`src/hw/rtl/baps_pkg.sv`:
```
// Shared types, constants and helpers for the Bezier anchor path sampler.
package baps_pkg;

  localparam int COORD_W = 24;
  localparam int STEP_W = 23;
  localparam int CP_W = 28;
  localparam int DIFF_W = CP_W + 1;
  localparam int T_W = 24;
  localparam int PROD_W = DIFF_W + T_W + 1;
  localparam int MAX_SEG_SAMPLES = 32;
  localparam int CNT_W = $clog2(MAX_SEG_SAMPLES + 1);
  localparam int DCNT_W = $clog2(T_W);
  localparam int DEC_STEPS = 9;
  localparam int STEPI_W = $clog2(DEC_STEPS);
  localparam logic [DEC_STEPS-1:0] LERP_MASK = 9'b100110111;
  localparam logic [STEP_W-1:0] STEP_RESET = 23'd25600;
  localparam int QUEUE_DEPTH = 2;
  localparam int QPTR_W = $clog2(QUEUE_DEPTH);
  localparam int QCNT_W = $clog2(QUEUE_DEPTH + 1);

  typedef struct packed {
    logic signed [COORD_W-1:0] y;
    logic signed [COORD_W-1:0] x;
  } point_t;

  typedef struct packed {
    point_t a;
    point_t b;
    point_t c;
    logic   first;
    logic   final_seg;
  } seg_cmd_t;

  typedef struct packed {
    logic full;
    logic empty;
  } q_status_t;

  typedef enum logic [2:0] {
    B_IDLE,
    B_SETUP,
    B_DIV,
    B_MUL,
    B_ADD,
    B_EMIT
  } back_state_t;

  function automatic logic signed [COORD_W-1:0] sat_field(input logic signed [CP_W-1:0] v);
    logic signed [CP_W-1:0] r;
    logic signed [CP_W-1:0] hi;
    logic signed [CP_W-1:0] lo;
    r = (v + CP_W'(2)) >>> 2;
    hi = CP_W'({1'b0, {(COORD_W-1){1'b1}}});
    lo = -hi - CP_W'(1);
    if (r > hi) begin
      sat_field = hi[COORD_W-1:0];
    end else if (r < lo) begin
      sat_field = lo[COORD_W-1:0];
    end else begin
      sat_field = r[COORD_W-1:0];
    end
  endfunction

endpackage

```
`src/hw/rtl/baps_front.sv`:
```
// Front end: takes anchors, keeps history, issues segment commands.
module baps_front (
  input  logic                        clk,
  input  logic                        rst,
  input  logic                        in_valid,
  output logic                        in_ready,
  input  baps_pkg::point_t            anchor,
  input  logic                        is_last,
  input  logic [baps_pkg::STEP_W-1:0] step_size,
  input  baps_pkg::q_status_t         qst,
  output logic                        push,
  output baps_pkg::seg_cmd_t          push_cmd
);
  import baps_pkg::*;

  point_t   h0;
  point_t   h1;
  point_t   h2;
  logic [1:0] seen;
  logic     pend;
  seg_cmd_t pend_cmd;
  seg_cmd_t seg1;
  seg_cmd_t seg2;
  logic     accept;
  logic     active;
  logic     v1;
  logic     v2;

  assign in_ready = !pend && !qst.full;
  assign accept = in_valid && in_ready;
  assign active = (seen >= 2'd2) && (step_size != '0);
  assign v1 = active && (h0.x != h1.x);
  assign v2 = active && is_last && (anchor.x != h0.x);

  always_comb begin
    seg1.a = h2;
    seg1.b = h1;
    seg1.c = h0;
    seg1.first = (seen == 2'd2);
    seg1.final_seg = !v2;
    seg2.a = h1;
    seg2.b = h0;
    seg2.c = anchor;
    seg2.first = 1'b0;
    seg2.final_seg = 1'b1;
  end

  assign push = (accept && v1) || (pend && !qst.full);
  assign push_cmd = pend ? pend_cmd : seg1;

  always_ff @(posedge clk) begin
    if (accept && v2) begin
      pend_cmd <= seg2;
    end
  end

  always_ff @(posedge clk) begin
    if (rst) begin
      h0 <= '0;
      h1 <= '0;
      h2 <= '0;
      seen <= '0;
      pend <= 1'b0;
    end else begin
      if (accept) begin
        if (is_last) begin
          h0 <= '0;
          h1 <= '0;
          h2 <= '0;
          seen <= '0;
        end else begin
          h2 <= h1;
          h1 <= h0;
          h0 <= anchor;
          if (seen != 2'd3) begin
            seen <= seen + 2'd1;
          end
        end
      end
      if (accept && v2) begin
        pend <= 1'b1;
      end else if (pend && !qst.full) begin
        pend <= 1'b0;
      end
    end
  end

endmodule

```
`config.mk`:
```
export PLATFORM = sky130hd
export DESIGN_NAME = baps_front
export DESIGN_NICKNAME = d
export VERILOG_FILES = /design/src/hw/rtl/baps_pkg.sv /design/src/hw/rtl/baps_front.sv
export SDC_FILE = /design/constraint.sdc
export NUM_CORES = 1
export LEC_CHECK = 0
export ABC_AREA = 1
export BUFFER_PORTS_ARGS = -buffer_cell sky130_fd_sc_hd__buf_2
export CAP_MARGIN = 20
export CORE_MARGIN = 2
export CORE_UTILIZATION = 45
export DETAILED_ROUTE_END_ITERATION = 7
export PLACE_DENSITY = 0.69
export SYNTH_ARGS = -nofsm -noshare
export SYNTH_HDL_FRONTEND = slang
export SYNTH_SLANG_ARGS = --single-unit
```
`constraint.sdc`:
```
create_clock -name clk -period 4.8 [get_ports clk]
set_input_delay 1.2 -clock clk [delete_from_list [all_inputs] [get_ports clk]]
set_output_delay 1.2 -clock clk [all_outputs]
set_load 0.005 [all_outputs]
```
==> flow_summary_export.csv <==
group,metric,value,unit
setup_path,path_buf_inv,3,
clock_tree,clk_pin_slew,0.06,ns
timing,fin_crit,3.73,ns
power,power,0.00532,W
placed_design,gp_congestion,0.811,
final_layout,mostFrequentLayoutCells,"584 x nand2_1, 222 x buf_2, 149 x a21oi_1",
setup_path,crit_path_end_kind,"output pin",
setup_path,critPathMaxStageDelay,0.71,ns
setup_path,crit_chain,"inv_4 -> buf_4 -> nand2_1 -> nand2_1 -> buf_2",
final_layout,final_common_cell,"nand2_1",
logic_synthesis,yosysSeqAreaShare,59.4,%
clock_tree,cts_setup_buffers,0,
clock_tree,cts_tree,"built",
logic_synthesis,syn-num-nets,1508,
setup_path,crit_type,"flip-flop to output pin",
clock_tree,cts-root-buf,"clkbuf_16",
power,p_leak,6.03,nW
setup_path,crit_top_cell,"nand2_1",
detailed_routing,wl_per_cell,15.7,um
setup_path,crit_arrival,2.53,ns
timing,fin_tns_setup,0,ns
floorplan,dieWidth,169,um
final_layout,finalNonFillerCells,1976,
setup_path,crit_family,"buffers and inverters",
logic_synthesis,synthCells,1429,
detailed_routing,viasPerCell,5.07,
timing,tightest_slew,1.14,ns
clock_tree,insertion_delay,0.55,ns
grt,grt_max_degree,117,
timing,rsz0062_at_grt,"false",
logic_synthesis,synth_top_area_share,35.3,%
timing,skew,0.0155,ns
grt,antenna_found_initial,8,
timing,maxSlewHeadroom,24.1,%
final_layout,fin_util,54.3,%
final_layout,area_growth,18.9,%
status,status,"finished, final reports clean",
clock_tree,postCtsHoldBufs,0,
clock_tree,numCtsBuffers,31,
clock_tree,clockBufferDepth,3,
floorplan,start_util,45.7,%
floorplan,core.rowCount,60,
detailed_routing,drtIter0Drc,912,
clock_tree,htree_levels,1,
detailed_routing,first_pass_iters,4,
grt,grt_pass1_wl,49400,um
logic_synthesis,ys_ff_latch,291,
floorplan,design.core.area,26800,um^2
placed_design,place_inst,1910,
timing,maxSlewViolCount,0,
power,cellPowerDensity,365,nW/um^2
logic_synthesis,synth.avg_cell_area,8.57,um^2
logic_synthesis,synth_top_area_cell,"edfxtp_1",
floorplan,chipHeight,169,um
floorplan,ioPinCount,225,
grt,grt_use_total,21.2,%
timing,setup_viol,0,
grt,grt_pass1_vias,9742,
setup_path,crit_path_max_fanout,91,
timing,finalHoldViolCount,0,
timing,max_freq,268,MHz
timing,whs,0.463,ns
floorplan,die_area,28500,um^2
logic_synthesis,yosys_warnings,0,
final_layout,multiInputGateArea,4340,um^2
logic_synthesis,ys_types,22,
grt,gr-total-overflow,0,
detailed_routing,drc,0,
setup_path,cp.required,3.60,ns
setup_path,cp_slowest_cell,"inv_4",
final_layout,drive_gt1_share,17.9,%
power,ir_drop,0.271,mV
placed_design,portBuffers,223,
logic_synthesis,syn_area,12200,um^2
final_layout,seq_area,7270,um^2
placed_design,dp_hpwl,17700,um
detailed_routing,route.final.wire_length,31100,um
final_layout,nFillCells,2470,
clock_tree,cts.sinks,291,
timing,fin_crit_sh,77.8,%
setup_path,worstSetupStartpointType,"flip-flop",
worst_hold_path,worstHoldPathType,"flip-flop to flip-flop",
clock_tree,post_cts_resized,0,
run,maxCapViolations,0,
final_layout,finalNetCount,1681,
detailed_routing,detail-route-antenna-nets,0,
logic_synthesis,synthTopCellsByArea,"edfxtp_1 35%, dfxtp_1 24%, nand2_1 18%",
detailed_routing,vias,10000,
[stage by stage]
| step | area [um^2] | setup slack (ns) |
|---|---|---|
| 3_5_place_dp | 13500 | 1.31 |
| 6_report | 14600 | 1.07 |
| 5_1_grt | 14600 | 0.883 |
| 4_1_cts | 14500 | 0.993 |
| 2_1_floorplan | 12200 | 0.512 |
| 3_3_place_gp | 13500 | 1.31 |
[layer usage]
| layer | share of wire (%) | global-route usage (%) | wire [um] | vias to the layer above |
|---|---|---|---|---|
| li1 | - | - | - | 5066 |
| met2 | 48 | 33.8 | 14900 | 276 |
| met5 | 0 | 0 | 0 | - |
| met4 | 2.8 | 8.70 | 868 | 0 |
| met3 | 5.7 | 3.90 | 1780 | 50 |
| met1 | 44 | 28.7 | 13600 | 4636 |
[cells by family after synthesis]
group	Yosys count	synth area share (%)
AND/OR/NAND/NOR	758	24.7
flip-flops	291	59.4
AO/OA/AOI/OAI	206	9.01
buffers and inverters	152	5.29
XOR/XNOR	20	1.43
adder cells (fa/ha/maj)	2	0.204
[report_power, final]
group / switching (W) / internal, W
Sequential: 0.0000330 / 0.00263
Combinational: 0.000205 / 0.000106
Clock: 0.000936 / 0.00141
Total: 0.00117 / 0.00415
[synth_stat cells]
| cell | n |
|---|---|
| nor2_2 | 1 |
| nor2_1 | 39 |
| buf_2 | 38 |
| nand4_1 | 3 |
| o21ai_0 | 28 |
| a211oi_1 | 29 |
| ha_1 | 2 |
| nand2_1 | 584 |
| buf_1 | 1 |
| buf_6 | 4 |
| nand2_2 | 1 |
| xnor2_1 | 15 |
| xor2_1 | 5 |
| nor3_1 | 3 |
| inv_1 | 56 |
| dfxtp_1 | 147 |
| edfxtp_1 | 144 |
| nand3_1 | 125 |
| or2_2 | 2 |
| inv_2 | 2 |
| a21oi_1 | 149 |
| clkbuf_1 | 51 |
[tightest hold or removal path: stages, from the launching register on]
cell and delay [ns]:
dfxtp_1 0.31, nand2_1 0.06, a21oi_1 0.05
[cell type report]
type	instances	share of cell area (%)
Antenna cell	8	0.137
Clock buffer	52	6.62
Clock inverter	6	0.404
Inverter	58	1.57
Multi-Input combinational cell	986	29.8
Sequential cell	291	49.9
Tap cell	341	2.93
Timing Repair Buffer	234	8.59
[path summary, 6_finish.rpt]
kind                       startpoint                      end  slack (ns)  cells past startpoint
hold reg to reg   h2[43]$_SDFFE_PP0P_      h2[43]$_SDFFE_PP0P_        0.46                      2
hold / removal    h2[43]$_SDFFE_PP0P_      h2[43]$_SDFFE_PP0P_        0.46                      2
setup reg to reg  h0[15]$_SDFFE_PP0P_  pend_cmd[116]$_DFFE_PP_        2.28                     10
setup / recovery    pend$_SDFFE_PP0P_            push_cmd[106]        1.07                      5
[registers in the layout, indices dropped and copies added, names as in the netlist]
signal and cells:
h0 48, h1 48, h2 48, pend 1
pend_cmd 144, seen 2
Note: power is estimated with default switching activity, not from simulation.
