`src/hw/rtl/baps_pkg.sv`:
```
// Shared types, constants and helpers for the Bezier anchor path sampler.
package baps_pkg;

  localparam int COORD_W = 24;
  localparam int STEP_W = 23;
  localparam int CP_W = 28;
  localparam int DIFF_W = CP_W + 1;
  localparam int T_W = 24;
  localparam int PROD_W = DIFF_W + T_W + 1;
  localparam int MAX_SEG_SAMPLES = 32;
  localparam int CNT_W = $clog2(MAX_SEG_SAMPLES + 1);
  localparam int DCNT_W = $clog2(T_W);
  localparam int DEC_STEPS = 9;
  localparam int STEPI_W = $clog2(DEC_STEPS);
  localparam logic [DEC_STEPS-1:0] LERP_MASK = 9'b100110111;
  localparam logic [STEP_W-1:0] STEP_RESET = 23'd25600;
  localparam int QUEUE_DEPTH = 2;
  localparam int QPTR_W = $clog2(QUEUE_DEPTH);
  localparam int QCNT_W = $clog2(QUEUE_DEPTH + 1);

  typedef struct packed {
    logic signed [COORD_W-1:0] y;
    logic signed [COORD_W-1:0] x;
  } point_t;

  typedef struct packed {
    point_t a;
    point_t b;
    point_t c;
    logic   first;
    logic   final_seg;
  } seg_cmd_t;

  typedef struct packed {
    logic full;
    logic empty;
  } q_status_t;

  typedef enum logic [2:0] {
    B_IDLE,
    B_SETUP,
    B_DIV,
    B_MUL,
    B_ADD,
    B_EMIT
  } back_state_t;

  function automatic logic signed [COORD_W-1:0] sat_field(input logic signed [CP_W-1:0] v);
    logic signed [CP_W-1:0] r;
    logic signed [CP_W-1:0] hi;
    logic signed [CP_W-1:0] lo;
    r = (v + CP_W'(2)) >>> 2;
    hi = CP_W'({1'b0, {(COORD_W-1){1'b1}}});
    lo = -hi - CP_W'(1);
    if (r > hi) begin
      sat_field = hi[COORD_W-1:0];
    end else if (r < lo) begin
      sat_field = lo[COORD_W-1:0];
    end else begin
      sat_field = r[COORD_W-1:0];
    end
  endfunction

endpackage

```
`src/hw/rtl/baps_queue.sv`:
```
// Two-entry segment command queue between front and back.
module baps_queue (
  input  logic               clk,
  input  logic               rst,
  input  logic               push,
  input  baps_pkg::seg_cmd_t push_cmd,
  input  logic               pop,
  output baps_pkg::seg_cmd_t head,
  output baps_pkg::q_status_t qst
);
  import baps_pkg::*;

  seg_cmd_t            mem [QUEUE_DEPTH];
  logic [QPTR_W-1:0]   wr_ptr;
  logic [QPTR_W-1:0]   rd_ptr;
  logic [QCNT_W-1:0]   count;

  assign head = mem[rd_ptr];
  assign qst.full = (count == QCNT_W'(QUEUE_DEPTH));
  assign qst.empty = (count == '0);

  always_ff @(posedge clk) begin
    if (push) begin
      mem[wr_ptr] <= push_cmd;
    end
  end

  always_ff @(posedge clk) begin
    if (rst) begin
      wr_ptr <= '0;
      rd_ptr <= '0;
      count <= '0;
    end else begin
      if (push) begin
        wr_ptr <= wr_ptr + QPTR_W'(1);
      end
      if (pop) begin
        rd_ptr <= rd_ptr + QPTR_W'(1);
      end
      if (push && !pop) begin
        count <= count + QCNT_W'(1);
      end else if (pop && !push) begin
        count <= count - QCNT_W'(1);
      end
    end
  end

endmodule

```
`config.mk`:
```
export PLATFORM = sky130hd
export DESIGN_NAME = baps_queue
export DESIGN_NICKNAME = d
export VERILOG_FILES = /design/src/hw/rtl/baps_pkg.sv /design/src/hw/rtl/baps_queue.sv
export SDC_FILE = /design/constraint.sdc
export NUM_CORES = 1
export LEC_CHECK = 0
export ABC_AREA = 1
export BUFFER_PORTS_ARGS = -buffer_cell sky130_fd_sc_hd__buf_2
export CORE_ASPECT_RATIO = 1.1
export CORE_UTILIZATION = 46
export CTS_CLUSTER_DIAMETER = 100
export DETAILED_ROUTE_END_ITERATION = 8
export GPL_TIMING_DRIVEN = 0
export PLACE_DENSITY = 0.75
export SLEW_MARGIN = 20
export SYNTH_ARGS = -nofsm -noshare
export SYNTH_HDL_FRONTEND = slang
export SYNTH_SLANG_ARGS = --single-unit
```
`constraint.sdc`:
```
create_clock -name clk -period 6.6 [get_ports clk]
set_input_delay 0.33 -clock clk [delete_from_list [all_inputs] [get_ports clk]]
set_output_delay 0.33 -clock clk [all_outputs]
set_load 0.1 [all_outputs]
```
==> impl_metrics.env, run 1 <==
export IMPL_crit_required_ns=6.27
export IMPL_synth_edff_count=292
export IMPL_period_share_pct=34.73
export IMPL_filler_cell_count=1504
export IMPL_clock_latency_ns=0.53
export IMPL_gp_congestion=0.7327
export IMPL_slew_headroom_pct=63.91
export IMPL_timing_hold_worst_class="input port to flop"
export IMPL_synth_area_per_cell_um2=22.27
export IMPL_slew_viol_final=0
export IMPL_drt_pass1_iterations=4
export IMPL_routed_via_density=4.894
export IMPL_flow_area_growth_from_synthesis_pct=40.51
export IMPL_timing_max_cap_violations=0
export IMPL_critical_path_max_fanout=10
export IMPL_final_setup_viol_count=0
export IMPL_drt_drc_violations_left=0
export IMPL_syn_num_nets=638
export IMPL_placement_io_buffers=297
export IMPL_tritoncts="built"
export IMPL_clkSlewWorstSetupHoldPaths_ns=0.06
export IMPL_ys_types=15
export IMPL_worst_slew_pin_transition_ns=0.5414
export IMPL_kind_of_critical_path="flop to primary output"
export IMPL_floorplan_initialDensity_pct=47.14
export IMPL_postSynth_asyncResetShare_pct=0
export IMPL_chipHeight_um=163.0
export IMPL_netlist_top_cell_by_area="sky130_fd_sc_hd__edfxtp_1"
export IMPL_power_density_nw_per_um2=319.7
export IMPL_multi_input_comb_area_um2=1744
export IMPL_postRouteWirelength_um=23330
export IMPL_layout_core_utilization_pct=66.24
export IMPL_number_of_global_route_vias_before_repair=6757
export IMPL_io_pin_count=298
export IMPL_cts_setup_buffers=0
export IMPL_timing_final_crit_period_ns=2.292
export IMPL_detailed_place_area_um2=12930
export IMPL_grt_pass1_wl_um=35020
export IMPL_groute_usage_overall_pct=18.95
export IMPL_synth_cell_area_um2=10840
export IMPL_max_freq_mhz=436.3
export IMPL_antenna_violating_nets_post_route=0
export IMPL_worst_clock_skew_ns=0.01144
export IMPL_initial_antenna_violation_count=1
export IMPL_die_area_um2=24190
export IMPL_area_sequential_um2=8869
export IMPL_max_vdd_ir_drop_v=0.0002932
export IMPL_power_leakage_nw=5.807
export IMPL_setup_repair_after_global_routing_missed_its_margin="no"
export IMPL_commonest_cells_post_synth="292 x sky130_fd_sc_hd__edfxtp_1, 146 x sky130_fd_sc_hd__mux2_2, 10 x sky130_fd_sc_hd__clkbuf_8"
export IMPL_worst_setup_ep_type="primary output"
export IMPL_top_cell_type_s_share_of_synthesized_area_pct=80.86
export IMPL_yosys_warnings=0
export IMPL_routedWlPerCell_um=18.08
export IMPL_cts_made_buffers=29
export IMPL_drive_above_1_share_pct=50.96
export IMPL_synthMostInstantiatedCell="sky130_fd_sc_hd__edfxtp_1"
export IMPL_cts_sink_count=297
export IMPL_detail_route_iter0_violations=242
export IMPL_netlist_top_cells_area="sky130_fd_sc_hd__edfxtp_1 81%, sky130_fd_sc_hd__mux2_2 15%, sky130_fd_sc_hd__clkbuf_8 1.3%, sky130_fd_sc_hd__dfxtp_1 0.92%, sky130_fd_sc_hd__buf_6 0.62%"
export IMPL_core_area_um2=23000
export IMPL_run_status="finished clean"
export IMPL_layout_nets=1121
export IMPL_globalRoute_totalOverflow=0
export IMPL_floorplan_rows=58
export IMPL_worstRegToRegCells=5
export IMPL_post_dp_hpwl_um=13950
export IMPL_final_design_area_no_fill_um2=15240
export IMPL_most_frequently_used_flop_master_after_synthesis="sky130_fd_sc_hd__edfxtp_1"
export IMPL_max_clock_path_buffers=3
export IMPL_min_path_cells=3
export IMPL_critPathArrivalTime_ns=1.96
export IMPL_postSynthRegisterBits=297
export IMPL_cts_root_buf="sky130_fd_sc_hd__clkbuf_16"
export IMPL_grt_max_degree=79
export IMPL_startpoint_type="flop"
export IMPL_synth_sequential_area_ratio_pct=81.78
export IMPL_vias=6313
export IMPL_cts_htree_levels=1
export IMPL_finalHoldViolations=0
export IMPL_die_width_um=148.4
export IMPL_postSynthCellCount=487
==> cell type report <==
class | count | share of cell area [%]
Clock inverter | 13 | 0.5337
Multi-Input combinational cell | 165 | 11.45
Timing Repair Buffer | 452 | 20.76
Buffer | 16 | 1.347
Antenna cell | 1 | 0.01642
Clock buffer | 37 | 4.960
Inverter | 9 | 0.2710
Sequential cell | 297 | 58.20
Tap cell | 300 | 2.463
==> logic make-up (layout without fill, tap and decap cells) <==
group	count (synthesis)	count (layout)	share of synthesized area, %
AO/OA/AOI/OAI	2	2	0.09222
XOR/XNOR	1	1	0.08078
adder cells (fa/ha/maj)	1	1	0.1154
buffers and inverters	25	527	2.204
flip-flops	297	297	81.78
multiplexers	146	146	15.16
other	0	1	0
AND/OR/NAND/NOR	15	15	0.5654
==> power breakdown <==
| part | internal, W | total [W] | switching [W] |
|---|---|---|---|
| clock network | 0.000838 | 0.00148 | 0.000647 |
| logic | 0.000282 | 0.00118 | 0.000897 |
| registers | 0.00218 | 0.00221 | 0.0000227 |
| total | 0.00330 | 0.00487 | 0.00157 |
==> placed cells by master (no fill, tap or decap) <==
cell type                       netlist  routed
sky130_fd_sc_hd__clkinv_1             0       7
sky130_fd_sc_hd__nand3_1              1       1
sky130_fd_sc_hd__inv_8                0       1
sky130_fd_sc_hd__o21ai_0              1       1
sky130_fd_sc_hd__nor3_1               1       1
sky130_fd_sc_hd__inv_1                9       8
sky130_fd_sc_hd__buf_6                6       6
sky130_fd_sc_hd__bufinv_16            0       1
sky130_fd_sc_hd__nand2_1              5       5
sky130_fd_sc_hd__clkinv_2             0       5
sky130_fd_sc_hd__buf_2                0     297
sky130_fd_sc_hd__nor2_1               7       6
sky130_fd_sc_hd__edfxtp_1           292     292
sky130_fd_sc_hd__ha_1                 1       1
sky130_fd_sc_hd__xnor2_1              1       1
sky130_fd_sc_hd__clkbuf_8            10      10
sky130_fd_sc_hd__mux2_2             146     146
sky130_fd_sc_hd__buf_12               0       2
sky130_fd_sc_hd__a21oi_1              1       1
sky130_fd_sc_hd__diode_2              0       1
sky130_fd_sc_hd__clkbuf_16            0      29
sky130_fd_sc_hd__nand4_1              1       1
sky130_fd_sc_hd__buf_16               0       6
sky130_fd_sc_hd__dfxtp_1              5       5
sky130_fd_sc_hd__dlygate4sd3_1        0     147
sky130_fd_sc_hd__clkbuf_1             0       8
sky130_fd_sc_hd__nor2_4               0       1
==> routing by layer <==
metal / global-route usage [%] / routed length, um
met1: 20.40 / 8392
met2: 35.74 / 12660
met3: 4.246 / 1442
met4: 7.498 / 838
met5: 0 / 0
==> state kept, by name, indices dropped and copies added, names as in the netlist, named ones only <==
register  count
rd_ptr        1
count         2
mem         292
wr_ptr        1
==> stage by stage <==
stage | cells | setup WS [ns] | hold slack (ns) | TNS [ns] | power [W]
2_1_floorplan | 487 | 2.009 | 0.4024 | 0 | 0.003156
3_3_place_gp | 1084 | -0.2458 | 0.4950 | -34.29 | 0.003336
3_5_place_dp | 1092 | 4.586 | 0.5074 | 0 | 0.003352
4_1_cts | 1289 | 4.265 | 0.06307 | 0 | 0.004901
5_1_grt | 1290 | 4.220 | 0.08367 | 0 | 0.005026
6_report | 1290 | 4.308 | 0.08749 | 0 | 0.004871
==> worst paths after layout <==
check,startpoint,to,slack (ns)
max,flop,head[63],4.31
min,pop,flop,0.09
max reg2reg,wr_ptr$_SDFFE_PP0P_,mem[0][39]$_DFFE_PP_,4.77
min reg2reg,rd_ptr$_SDFFE_PP0P_,flop,0.52
==> critical path, stage by stage (launching register included) <==
cell and delay, ns:
sky130_fd_sc_hd__dfxtp_1 0.35, sky130_fd_sc_hd__buf_6 0.21, sky130_fd_sc_hd__clkbuf_8 0.21, sky130_fd_sc_hd__mux2_2 0.35, sky130_fd_sc_hd__buf_2 0.29
==> timing repair <==
action                    4_1_cts  5_1_grt
gates resized for setup         0        0
hold endpoints to repair      294        0
hold buffers                  147        0
Note: power is estimated with default switching activity, not from simulation.
==> run 2, diff against run 1 <==
Settings changed: PLACE_DENSITY 0.75 to 0.73.
Clock period 6.6 ns to 2.4 ns, I/O delays scaled along.
==> impl_metrics.env, run 2 (synthesized netlist as in run 1, its figures left out) <==
export IMPL_run_status="finished clean"
export IMPL_initial_antenna_violation_count=1
export IMPL_path_depth=4
export IMPL_power_density_nw_per_um2=889.4
export IMPL_power_leakage_nw=5.892
export IMPL_core_area_um2=23000
export IMPL_largestRegisters="mem x292, count x2"
export IMPL_cts_hold_buf=150
export IMPL_cts_sink_count=297
export IMPL_drt_drc_violations_left=0
export IMPL_timing_max_cap_violations=0
export IMPL_setup_repair_after_global_routing_missed_its_margin="no"
export IMPL_detailed_place_area_um2=12990
export IMPL_worst_path_largest_cell_delay_ns=0.36
export IMPL_max_clock_path_buffers=3
export IMPL_timing_hold_worst_class="input port to flop"
export IMPL_largest_register="mem"
export IMPL_die_area_um2=24190
export IMPL_cts_root_buf="sky130_fd_sc_hd__clkbuf_16"
export IMPL_grt_pass1_wl_um=35130
export IMPL_slew_viol_final=0
export IMPL_critPathArrivalTime_ns=1.98
export IMPL_postRouteWirelength_um=23410
export IMPL_worst_slew_pin_transition_ns=0.6868
export IMPL_timing_critical_path_cells="buf_6 -> clkbuf_8 -> mux2_2 -> buf_2"
export IMPL_io_pin_count=298
export IMPL_chipHeight_um=163.0
export IMPL_slew_headroom_pct=54.12
export IMPL_cts_made_buffers=30
export IMPL_clkSlewWorstSetupHoldPaths_ns=0.06
export IMPL_worstRegToRegCells=5
export IMPL_floorplan_rows=58
export IMPL_crit_required_ns=2.28
export IMPL_floorplan_initialDensity_pct=47.14
export IMPL_placement_io_buffers=297
export IMPL_worst_setup_ep_type="primary output"
export IMPL_startpoint_type="flop"
export IMPL_largest_register_ffs=292
export IMPL_post_cts_resized=0
export IMPL_clock_latency_ns=0.55
export IMPL_gp_congestion=0.7273
export IMPL_period_share_pct=87.63
export IMPL_routed_via_density=4.801
export IMPL_max_vdd_ir_drop_v=0.0008541
export IMPL_critical_path_max_fanout=10
export IMPL_timing_critical_path_slowest_stage_cell="sky130_fd_sc_hd__dfxtp_1"
export IMPL_setup_reg_to_reg_worst_slack_ns=0.37
export IMPL_detail_route_iter0_violations=201
export IMPL_post_dp_hpwl_um=14440
export IMPL_groute_usage_overall_pct=18.91
export IMPL_antenna_violating_nets_post_route=0
export IMPL_timing_critical_path_to="head[4]"
export IMPL_routedWlPerCell_um=17.98
export IMPL_drive_above_1_share_pct=51.55
export IMPL_timing_rr_end="mem[1][2]$_DFFE_PP_"
export IMPL_finalHoldViolations=0
export IMPL_fin_total_pwr_w=0.01372
export IMPL_drt_pass1_iterations=4
export IMPL_grt_max_degree=30
export IMPL_worst_clock_skew_ns=0.01060
export IMPL_tritoncts="built"
export IMPL_cts_htree_levels=1
export IMPL_number_of_global_route_vias_before_repair=6808
export IMPL_die_width_um=148.4
export IMPL_layout_common_cells="297 x sky130_fd_sc_hd__buf_2, 292 x sky130_fd_sc_hd__edfxtp_1, 150 x sky130_fd_sc_hd__dlygate4sd3_1"
export IMPL_max_freq_mhz=475.5
export IMPL_vias=6251
export IMPL_timing_final_crit_period_ns=2.103
export IMPL_layout_commonest_cell="sky130_fd_sc_hd__buf_2"
export IMPL_hold_ws_ns=0.2976
export IMPL_layout_nets=1129
export IMPL_crit_buf_inv=3
export IMPL_cp_top_family="buffers and inverters"
export IMPL_final_design_area_no_fill_um2=15430
export IMPL_cts_setup_buffers=0
export IMPL_kind_of_critical_path="flop to primary output"
export IMPL_final_setup_viol_count=0
export IMPL_globalRoute_totalOverflow=0
export IMPL_flow_area_growth_from_synthesis_pct=42.25
export IMPL_critical_r2r_launch="wr_ptr$_SDFFE_PP0P_"
## run 2: cell count changes in the layout (fill, tap and decap cells not counted), sizes merged
cell / change
buf: +4
clkinv: +4
dlygate4sd3: +3
bufinv: +1
clkinvlp: +1
inv: -1
## run 2: cell type report
cell class              count  area [um2]
diodes                      1       2.502
plain buffers              16       205.2
clock buffers              37       798.3
clock inverters            18       130.1
fillers                  1521        7579
inverters                   9       37.54
multi-input cells         165        1747
flip-flops and latches    297        8870
well taps                 300       375.4
repair buffers            459        3261
## run 2: report_power, final
group | total, W | switching [W] | internal [W]
logic | 0.00326 | 0.00247 | 0.000789
registers | 0.00607 | 0.0000620 | 0.00601
clock network | 0.00439 | 0.00184 | 0.00255
## run 2: stage by stage
step | std cells | utilization (%) | TNS, ns | setup WS (ns)
detailed placement | 1096 | 56.48 | 0 | 0.3383
finish | 1302 | 67.06 | 0 | 0.2970
global placement | 1084 | 55.30 | -518.07 | -1.877
CTS | 1301 | 67.05 | 0 | 0.2318
global route | 1302 | 67.06 | 0 | 0.1948
floorplan | 487 | - | -153.34 | -0.5585
## run 2: worst min path at each step
stage	startpoint	end	slack (ns)	cells past startpoint
finish	push_cmd[115]	mem[0][115]$_DFFE_PP_	0.30	2
global route	push_cmd[94]	mem[0][94]$_DFFE_PP_	0.28	2
CTS	push_cmd[93]	mem[0][93]$_DFFE_PP_	0.27	2
detailed placement	push_cmd[10]	mem[1][10]$_DFFE_PP_	0.31	1
global placement	push_cmd[89]	mem[0][89]$_DFFE_PP_	0.31	1
floorplan	rst	wr_ptr$_SDFFE_PP0P_	0.19	1
## run 2: per-layer routing
metal | wire length, um | GRT usage (%) | up-vias
met2 | 12740 | 36.26 | 245
li1 | - | - | 2902
met4 | 622 | 6.467 | 0
met5 | 0 | 0 | -
met3 | 1650 | 4.665 | 48
met1 | 8397 | 19.92 | 3056
==> run 3, diff against run 2 <==
Settings changed: GPL_TIMING_DRIVEN 0 to default.
==> impl_metrics.env, run 3 (synthesized netlist as in run 1, its figures left out) <==
export IMPL_worstRegToRegCells=3
export IMPL_die_area_um2=24190
export IMPL_critical_r2r_launch="wr_ptr$_SDFFE_PP0P_"
export IMPL_routedWlPerCell_um=17.58
export IMPL_timing_hold_worst_class="input port to flop"
export IMPL_clock_power_share_pct=30.9
export IMPL_timing_max_cap_violations=0
export IMPL_layout_common_cells="297 x sky130_fd_sc_hd__buf_2, 292 x sky130_fd_sc_hd__edfxtp_1, 150 x sky130_fd_sc_hd__dlygate4sd3_1"
export IMPL_initial_antenna_violation_count=0
export IMPL_slew_headroom_pct=56.06
export IMPL_max_freq_mhz=440.6
export IMPL_hold_path_startpoint="push_cmd[90]"
export IMPL_gp_congestion=0.7617
export IMPL_clock_latency_ns=0.55
export IMPL_cts_made_buffers=30
export IMPL_layout_nets=1117
export IMPL_power_frac_seq_pct=45.6
export IMPL_number_of_global_route_vias_before_repair=6548
export IMPL_floorplan_initialDensity_pct=47.14
export IMPL_setup_reg_to_reg_worst_slack_ns=0.80
export IMPL_whs_endpoint="mem[1][90]$_DFFE_PP_"
export IMPL_drive_above_1_share_pct=50.56
export IMPL_period_share_pct=94.57
export IMPL_total_negative_slack_ns=0
export IMPL_placement_io_buffers=297
export IMPL_post_cts_resized=0
export IMPL_power_density_nw_per_um2=886.8
export IMPL_io_pin_count=298
export IMPL_postRouteWirelength_um=22590
export IMPL_floorplan_rows=58
export IMPL_filler_cell_count=1545
export IMPL_worst_slew_pin_transition_ns=0.6590
export IMPL_min_path_cells=2
export IMPL_detailedPlace_worstSlack_ns=0.6576
export IMPL_largest_register="mem"
export IMPL_max_vdd_ir_drop_v=0.0008377
export IMPL_hold_ws_ns=0.2963
export IMPL_max_clock_path_buffers=3
export IMPL_number_of_cells_in_the_design_after_placement=1084
export IMPL_drt_pass1_iterations=4
export IMPL_multi_input_comb_area_um2=1747
export IMPL_finalHoldViolations=0
export IMPL_timing_critical_path_cells="buf_4 -> mux2_2 -> buf_2"
export IMPL_share_comb_of_total_power_pct=23.5
export IMPL_startpoint_type="flop"
export IMPL_layout_commonest_cell="sky130_fd_sc_hd__buf_2"
export IMPL_cts_root_buf="sky130_fd_sc_hd__clkbuf_16"
export IMPL_worst_setup_ep_type="primary output"
export IMPL_run_status="finished clean"
export IMPL_final_setup_viol_count=0
export IMPL_antenna_violating_nets_post_route=0
export IMPL_tritoncts="built"
export IMPL_critPathArrivalTime_ns=2.15
export IMPL_setup_repair_after_global_routing_missed_its_margin="no"
export IMPL_detail_route_iter0_violations=214
export IMPL_chipHeight_um=163.0
export IMPL_fin_cells=1285
export IMPL_cts_htree_levels=1
export IMPL_netSwitchingPower_w=0.004300
export IMPL_slew_viol_final=0
export IMPL_power_switching_fraction_pct=32.13
export IMPL_die_width_um=148.4
export IMPL_kind_of_critical_path="flop to primary output"
export IMPL_routed_via_density=4.830
export IMPL_vias=6207
export IMPL_area_sequential_um2=8874
export IMPL_internal_power_w=0.009082
export IMPL_cts_sink_count=297
export IMPL_cts_setup_buffers=0
export IMPL_power_leakage_nw=5.729
export IMPL_flow_area_growth_from_synthesis_pct=39.16
export IMPL_timing_rr_end="mem[1][111]$_DFFE_PP_"
export IMPL_largest_register_ffs=292
export IMPL_critical_path_max_fanout=30
export IMPL_globalRoute_totalOverflow=0
export IMPL_fin_total_pwr_w=0.01338
export IMPL_core_area_um2=23000
export IMPL_antennaDiodeCount=0
export IMPL_drt_drc_violations_left=0
export IMPL_clkSlewWorstSetupHoldPaths_ns=0.06
export IMPL_final_critical_path_setup_slack_ns=0.1304
export IMPL_crit_required_ns=2.28
export IMPL_worst_clock_skew_ns=0.02169
export IMPL_grt_max_degree=116
export IMPL_timing_critical_path_slowest_stage_cell="sky130_fd_sc_hd__dfxtp_4"
export IMPL_post_dp_hpwl_um=13710
export IMPL_grt_pass1_wl_um=34380
export IMPL_worst_path_largest_cell_delay_ns=0.66
export IMPL_timing_final_crit_period_ns=2.270
export IMPL_largestRegisters="mem x292, count x2"
export IMPL_groute_usage_overall_pct=18.43
-- run 3: metrics by stage --
| stage | instance area, um2 | utilization [%] |
|---|---|---|
| finish | 15090 | 65.60 |
| global route | 15090 | 65.60 |
| CTS | 15090 | 65.60 |
| detailed placement | 12730 | 55.32 |
| global placement | 12730 | 55.32 |
| floorplan | 10860 | - |
-- run 3: routing by layer --
layer	share of wire, %	vias up	routed length [um]	GRT usage [%]
met1	37	3015	8325	20.88
met4	3.0	0	682	6.888
met2	53	255	11910	33.61
li1	-	2884	-	-
met3	7.4	53	1676	4.330
met5	0	-	0	0
-- run 3: area by class of cell --
class | count | area share (%)
inverter | 9 | 0.2487
timing repair buffer | 463 | 21.18
clock buffer | 41 | 5.389
tap | 300 | 2.487
sequential | 297 | 58.80
clock inverter | 10 | 0.3234
multi-input combinational | 165 | 11.57
-- run 3: worst max path at each step --
stage / slack, ns / cells past startpoint / end
floorplan: -0.56 / 2 / mem[1][0]$_DFFE_PP_
global placement: 0.67 / 3 / head[8]
detailed placement: 0.66 / 3 / head[37]
CTS: 0.07 / 3 / head[37]
global route: 0.003 / 3 / head[35]
finish: 0.13 / 3 / head[90]
-- run 3: power by group through the flow --
stage          sequential (W)  combinational, W  clock (W)
4_1_cts               0.00610           0.00315    0.00424
6_report              0.00610           0.00315    0.00414
5_1_grt               0.00612           0.00324    0.00446
3_5_place_dp          0.00621           0.00294          0
3_3_place_gp          0.00620           0.00292          0
2_1_floorplan         0.00618           0.00249          0
-- run 3: worst max-delay path: cells and delay by family, from the launching register on --
family                 cells  cell delay (ns)
flip-flops                 1             0.66
buffers and inverters      2             0.58
multiplexers               1             0.36
-- run 3: repair_timing --
| item | in CTS | in global routing |
|---|---|---|
| hold buffers | 150 | 0 |
| hold endpoints to repair | 297 | 0 |
| endpoints found under the setup margin | 0 | 0 |
